<file path="config.mk">
export PLATFORM = sky130hd
export DESIGN_NAME = lwf_ctrl
export DESIGN_NICKNAME = d
export VERILOG_FILES = /design/src/hdl/lwf_pkg.sv /design/src/hdl/lwf_ctrl.sv
export SDC_FILE = /design/constraint.sdc
export NUM_CORES = 1
export LEC_CHECK = 0
export BUFFER_PORTS_ARGS = -buffer_cell sky130_fd_sc_hd__buf_2
export CAP_MARGIN = 10
export CORE_AREA = 2 2 39 41
export DETAILED_ROUTE_END_ITERATION = 8
export DIE_AREA = 0 0 41 43
export MAX_ROUTING_LAYER = met4
export SYNTH_ARGS = -nofsm -noshare
export SYNTH_HDL_FRONTEND = slang
export SYNTH_SLANG_ARGS = --single-unit
export TNS_END_PERCENT = 5
</file>
<file path="constraint.sdc">
create_clock -name clk -period 1.35 [get_ports clk]
set_input_delay 0.27 -clock clk [delete_from_list [all_inputs] [get_ports clk]]
set_output_delay 0.27 -clock clk [all_outputs]
set_load 0.03 [all_outputs]
</file>
<file path="src/hdl/lwf_pkg.sv">
// Shared types and constants for the liquidity window factor block
package lwf_pkg;
	localparam int MAX_SAMPLES = 4096;
	localparam int COUNT_CAP = (MAX_SAMPLES < 8191) ? MAX_SAMPLES : 8191;
	localparam logic [12:0] COUNT_CAP_V = 13'(COUNT_CAP);
	localparam logic [1:0] MODE_TURNOVER = 2'd0;
	localparam logic [1:0] MODE_VOLUME = 2'd1;
	localparam logic [1:0] MODE_AMIHUD = 2'd2;
	localparam logic [1:0] MODE_AMPLITUDE = 2'd3;
	localparam logic [63:0] S64_MAX = 64'h7FFF_FFFF_FFFF_FFFF;
	localparam logic [63:0] S64_MIN = 64'h8000_0000_0000_0000;

	typedef enum logic [3:0] {
		ST_IDLE, ST_MUL0, ST_MUL1, ST_TERM, ST_TERM_ADD, ST_FIN, ST_FDIV, ST_FOUT, ST_OUT
	} lwf_state_t;

	typedef struct packed {
		logic load;
		logic mul0;
		logic mul1;
		logic term_start;
		logic term_add;
		logic plain_add;
		logic commit;
		logic fdiv_start;
		logic fout;
		logic win_clear;
	} lwf_cmd_t;

	typedef struct packed {
		logic counted;
		logic amihud_term;
		logic last;
		logic div_done;
		logic mode_amihud;
	} lwf_sts_t;

	function automatic logic [63:0] sat_add(input logic [63:0] a, input logic [63:0] b);
		logic [63:0] s;
		s = a + b;
		if (a[63] == b[63] && s[63] != a[63]) return a[63] ? S64_MIN : S64_MAX;
		return s;
	endfunction

	function automatic logic [63:0] sat_neg(input logic [63:0] a);
		return (a == S64_MIN) ? S64_MAX : (~a + 64'd1);
	endfunction
endpackage

</file>
<file path="src/hdl/lwf_ctrl.sv">
// Controller state machine sequencing one request through the datapath
module lwf_ctrl (
	input  logic             clk,
	input  logic             arst_n,
	input  logic             in_valid,
	output logic             in_ready,
	output logic             out_valid,
	input  logic             out_ready,
	input  lwf_pkg::lwf_sts_t sts,
	output lwf_pkg::lwf_cmd_t cmd
);
	import lwf_pkg::*;
	lwf_state_t state_q, state_d;
	logic ov_q, ov_d;

	always_ff @(posedge clk or negedge arst_n) begin
		if (!arst_n) begin
			state_q <= ST_IDLE;
			ov_q <= 1'b0;
		end else begin
			state_q <= state_d;
			ov_q <= ov_d;
		end
	end

	assign out_valid = ov_q;

	always_comb begin
		state_d = state_q;
		cmd = '0;
		ov_d = ov_q && !out_ready;
		in_ready = 1'b0;
		case (state_q)
			ST_IDLE: begin
				in_ready = 1'b1;
				if (in_valid) begin
					cmd.load = 1'b1;
					state_d = ST_MUL0;
				end
			end
			ST_MUL0: begin
				if (!sts.counted) state_d = ST_FIN;
				else if (sts.amihud_term) begin
					cmd.mul0 = 1'b1;
					state_d = ST_MUL1;
				end else begin
					cmd.plain_add = !sts.mode_amihud;
					cmd.commit = 1'b1;
					state_d = ST_FIN;
				end
			end
			ST_MUL1: begin
				cmd.mul1 = 1'b1;
				state_d = ST_TERM;
			end
			ST_TERM: begin
				cmd.term_start = 1'b1;
				state_d = ST_TERM_ADD;
			end
			ST_TERM_ADD: begin
				if (sts.div_done) begin
					cmd.term_add = 1'b1;
					cmd.commit = 1'b1;
					state_d = ST_FIN;
				end
			end
			ST_FIN: begin
				if (sts.last) begin
					cmd.fdiv_start = 1'b1;
					state_d = ST_FDIV;
				end else begin
					state_d = ST_IDLE;
				end
			end
			ST_FDIV: begin
				if (sts.div_done) state_d = ST_FOUT;
			end
			ST_FOUT: begin
				if (!ov_q || out_ready) begin
					cmd.fout = 1'b1;
					cmd.win_clear = 1'b1;
					ov_d = 1'b1;
					state_d = ST_IDLE;
				end
			end
			default: state_d = ST_IDLE;
		endcase
	end
endmodule

</file>
Yosys cells after proc, flatten, opt, wreduce, memory -nomap -nowiden --
Index checks and enable logic that the tools add are counted.
Cells by class: equality and inequality tests 11, muxes and demuxes 28, reductions and logical operators 7
Operators by type and width (number):
- $pmux W4 S8 | 1
- $mux W4 | 5
- $eq A4 B3 Y1 const B | 4
- $mux W1 | 15
- $eq A4 B2 Y1 const B | 2
- $mux W2 | 4
- $ne A2 B2 Y1 const B | 4
- $mux W3 | 2
- $eq A4 B1 Y1 const B | 1
- $logic_not A4 Y1 | 1
- $reduce_and A4 Y1 | 1
- $logic_not A1 Y1 | 3
- $pmux W1 S2 | 1
- $logic_and A1 B1 Y1 | 1
- $logic_or A1 B1 Y1 | 1
Word-level totals: bits in registers 5, input port bits 9, output and inout bits 12, logic and storage cells 48

Longest topological paths before layout --
word-level depth 4, depth in mapped cells 4, mapped depth without buffers 3

Least setup slack after synthesis --
Ideal clock, no wire load.
path type reg2out, from register ov_q (netlist: out_valid), to output port cmd[1] (netlist bit), data arrival time 1388 ps, required time 1080 ps, path slack -308 ps, stages on the path, launching flop included 4, path buffers 1, cell sequence dfrtp_1 -> nor2b_1 -> nor2_1 -> buf_4
RTL lines:
- start: declaration | line lwf_ctrl.sv:14 | logic ov_q, ov_d;
- start signal: assignment | line lwf_ctrl.sv:22 | ov_q <= ov_d;
- end: declaration | line lwf_ctrl.sv:10 | output lwf_pkg::lwf_cmd_t cmd

==> flow_metrics.env <==
export IMPL_routabilityCongestion=0.753
export IMPL_regToRegStartpoint="state_q[1]"
export IMPL_yosysSeqAreaShare_pct=27.6
export IMPL_drt_initial_drc_count=1
export IMPL_cp_end_kind="primary output"
export IMPL_crit_fanout=8
export IMPL_crit_path_max_incr_delay_ns=0.45
export IMPL_ys_flop_type="dfrtp_1"
export IMPL_dieArea_um2=1760
export IMPL_clk_path_buf_depth=2
export IMPL_startpoint_type="flip-flop"
export IMPL_yosys_warnings=0
export IMPL_clkTransAtPathRegs_ns=0.04
export IMPL_status="finished with violations"
export IMPL_area_growth_pct=76.2
export IMPL_worst_skew_pair_late_latency_ns=0.23
export IMPL_cts_tree="done"
export IMPL_synth_seq_cells=4
export IMPL_route_vias_total=415
export IMPL_numCtsBuffers=3
export IMPL_worst_pin_slew_ns=0.221
export IMPL_fin_crit_ns=1.52
export IMPL_async_flop_share_pct=100
export IMPL_antenna_found_initial=0
export IMPL_place_worst_setup_slack_ns=-0.0455
export IMPL_num_antenna_cells=0
export IMPL_grt_pass1_vias=395
export IMPL_setup_viol=11
export IMPL_ys_types=25
export IMPL_vdd_ir_drop_max_v=0.000798
export IMPL_die_y_um=43
export IMPL_ff2ff_path_depth=5
export IMPL_layout_nets=86
export IMPL_synth_top_family_by_area="simple AND/OR/NAND/NOR gates"
export IMPL_synth_top_cell_by_area="dfrtp_1"
export IMPL_crit_type="reg -> out"
export IMPL_htreeDepth=1
export IMPL_worstPathRequired_ns=1.08
export IMPL_synthCells=43
export IMPL_relSlewSlack_pct=85.2
export IMPL_violations="negative setup slack"
export IMPL_gr_usage_all_layers_pct=12.5
export IMPL_finalCritPeriodShare_pct=112
export IMPL_dr_pass1_iters=4
export IMPL_synth_edf_count=0
export IMPL_ioPinCount=21
export IMPL_initial_core_util_pct=26.2
export IMPL_placement_cell_area_um2=518
export IMPL_final_hold_viol_count=0
export IMPL_p_leak_uw=0.000310
export IMPL_synth_top_area_share_pct=27.6
export IMPL_fin_ws_ns=-0.166
export IMPL_synth_area_leaders="dfrtp_1 28%, buf_4 6.2%, nor3_1 5.5%"
export IMPL_dp_hpwl_um=669
export IMPL_drc=0
export IMPL_cpMaxStageDelayCell="dfrtp_2"
export IMPL_synth_mux_area_share_pct=2.76
export IMPL_fmax_mhz=660
export IMPL_cp_arrival_ns=1.25
export IMPL_hold_path_class="in -> async"
export IMPL_whs_ns=0.373
export IMPL_maxCapViolations=0
export IMPL_avgSynthCellArea_um2=8.44
export IMPL_cts_sinks=4
export IMPL_grt_pass1_wl_um=1470
export IMPL_viasPerCell=4.56
export IMPL_gr_total_overflow=0
export IMPL_synth_compound_area_share_pct=20.3
export IMPL_grt_max_degree=9
export IMPL_core_area_um2=1380
export IMPL_synth_xor_area_share_pct=0
export IMPL_wl_per_cell_um=9.98
export IMPL_r2r_setup_slack_ns=0.19
export IMPL_p_per_area_nw_per_um2=2220
export IMPL_rsz0062_at_grt="true"
export IMPL_rows=14
export IMPL_synthAdderAreaFrac_pct=0
export IMPL_fin_area_um2=639
export IMPL_ant_nets=0
export IMPL_port_buffers=20
export IMPL_die_width_um=41
export IMPL_final_max_slew_viol_count=0
export IMPL_drt_wl_total_um=908
export IMPL_syn_nets=52
export IMPL_syn_cell_area_um2=363
export IMPL_cts_root_buffer="clkbuf_4"
export IMPL_r2r_end="state_q[1]"
export IMPL_synthSimpleGateAreaFrac_pct=36.9
export IMPL_fin_skew_ns=0.000415
export IMPL_path_cells="and4bb_1 > a31oi_1 > nor2_1 > buf_4"
export IMPL_drive_gt1_share_pct=69.3
-- kinds of logic after synthesis --
| family | count (synthesis) |
|---|---|
| mux | 1 |
| buf+inv | 7 |
| flops | 4 |
| simple gates | 22 |
| compound gates | 9 |
-- cells in the final DEF, fill, tap and decap left out --
cell type and n:
nand3b_1 2, o211ai_1 1, a2bb2oi_2 1, nand2_1 3
a31oi_1 2, nor2_2 2, buf_4 21, a21boi_2 1
nor2_1 3, nand3_1 1, clkbuf_4 3, o21ai_2 1
nand2b_1 1, a31o_1 1, nand3_2 1, buf_2 9
nor2b_1 1, dfrtp_2 3, nor3_4 1, dlygate4sd3_1 1
a21oi_1 2, and2_1 1, mux2i_1 1, inv_1 1
inv_2 2, dfrtp_1 1, buf_6 2, and4bb_1 1
nor3_2 5
-- report_power, final --
group / switching, µW / internal (µW) / total [µW]
combinational: 509 / 476 / 985
sequential: 105 / 186 / 291
clock: 44.6 / 99.2 / 144
total: 659 / 761 / 1420
-- cells in the mapped netlist, types with 2 or more instances --
| cell type | number |
|---|---|
| a31oi_1 | 2 |
| inv_2 | 2 |
| a21oi_1 | 2 |
| buf_4 | 3 |
| nor3_2 | 2 |
| nand3b_1 | 2 |
| nand2_1 | 3 |
| nor3_1 | 4 |
| dfrtp_1 | 4 |
| nor2_1 | 4 |
-- metal layers --
metal  vias up  track usage (%)  wire length [µm]
met5         -                -                 0
met4         0             8.00                 0
met3         0             3.14                39
met2        11             18.4               461
met1       188             14.4               407
li1        216                -                 -
-- worst max-delay path by stage --
stage,start,cells after the start,slack (ns),endpoint
finish,state_q[0],4,-0.17,cmd[3]
global route,state_q[1],4,-0.23,cmd[8]
global placement,state_q[0],4,-0.01,cmd[3]
CTS,state_q[0],4,-0.18,cmd[3]
floorplan,state_q[0],3,-0.23,cmd[2]
detailed placement,state_q[0],4,-0.05,cmd[4]
-- registers in the layout, summed over array words and instances (netlist names) --
| signal | count |
|---|---|
| out_valid | 1 |
| state_q | 3 |
-- final cells by class --
| type | count | area, µm² |
|---|---|---|
| fillers | 144 | 744 |
| multi-input cells | 32 | 246 |
| repair buffers | 33 | 235 |
| flip-flops and latches | 4 | 104 |
| clock buffers | 3 | 22.5 |
| well taps | 16 | 20.0 |
| inverters | 3 | 11.3 |
-- repair_timing --
action | in CTS | in global routing
endpoints found under the setup margin | 11 | 11
hold buffers | 1 | 0
buffers inserted | 3 | 1
gates cloned | 0 | 0
resized for setup | 20 | 0
endpoints found under the hold margin | 4 | 0
pin swaps | 2 | 0
-- metrics by stage --
step / TNS, ns / cells / utilization (%) / power, µW
after global placement: -0.0277 / 83 / 37.4 / 1090
after CTS: -1.33 / 90 / 45.7 / 1410
final: -1.21 / 91 / 46.2 / 1420
after global routing: -2.02 / 91 / 46.2 / 1530
after floorplan: -1.32 / 43 / - / 864
after detailed placement: -0.0819 / 83 / 37.4 / 1090
-- worst max-delay path, delay by kind of cell, from the launching register on --
family	cells	cell delay [ns]
buffers and inverters	1	0.16
flip-flops	1	0.45
AO/OA/AOI/OAI	1	0.13
AND/OR/NAND/NOR	2	0.27
Note: power is estimated with default switching activity, not from simulation.
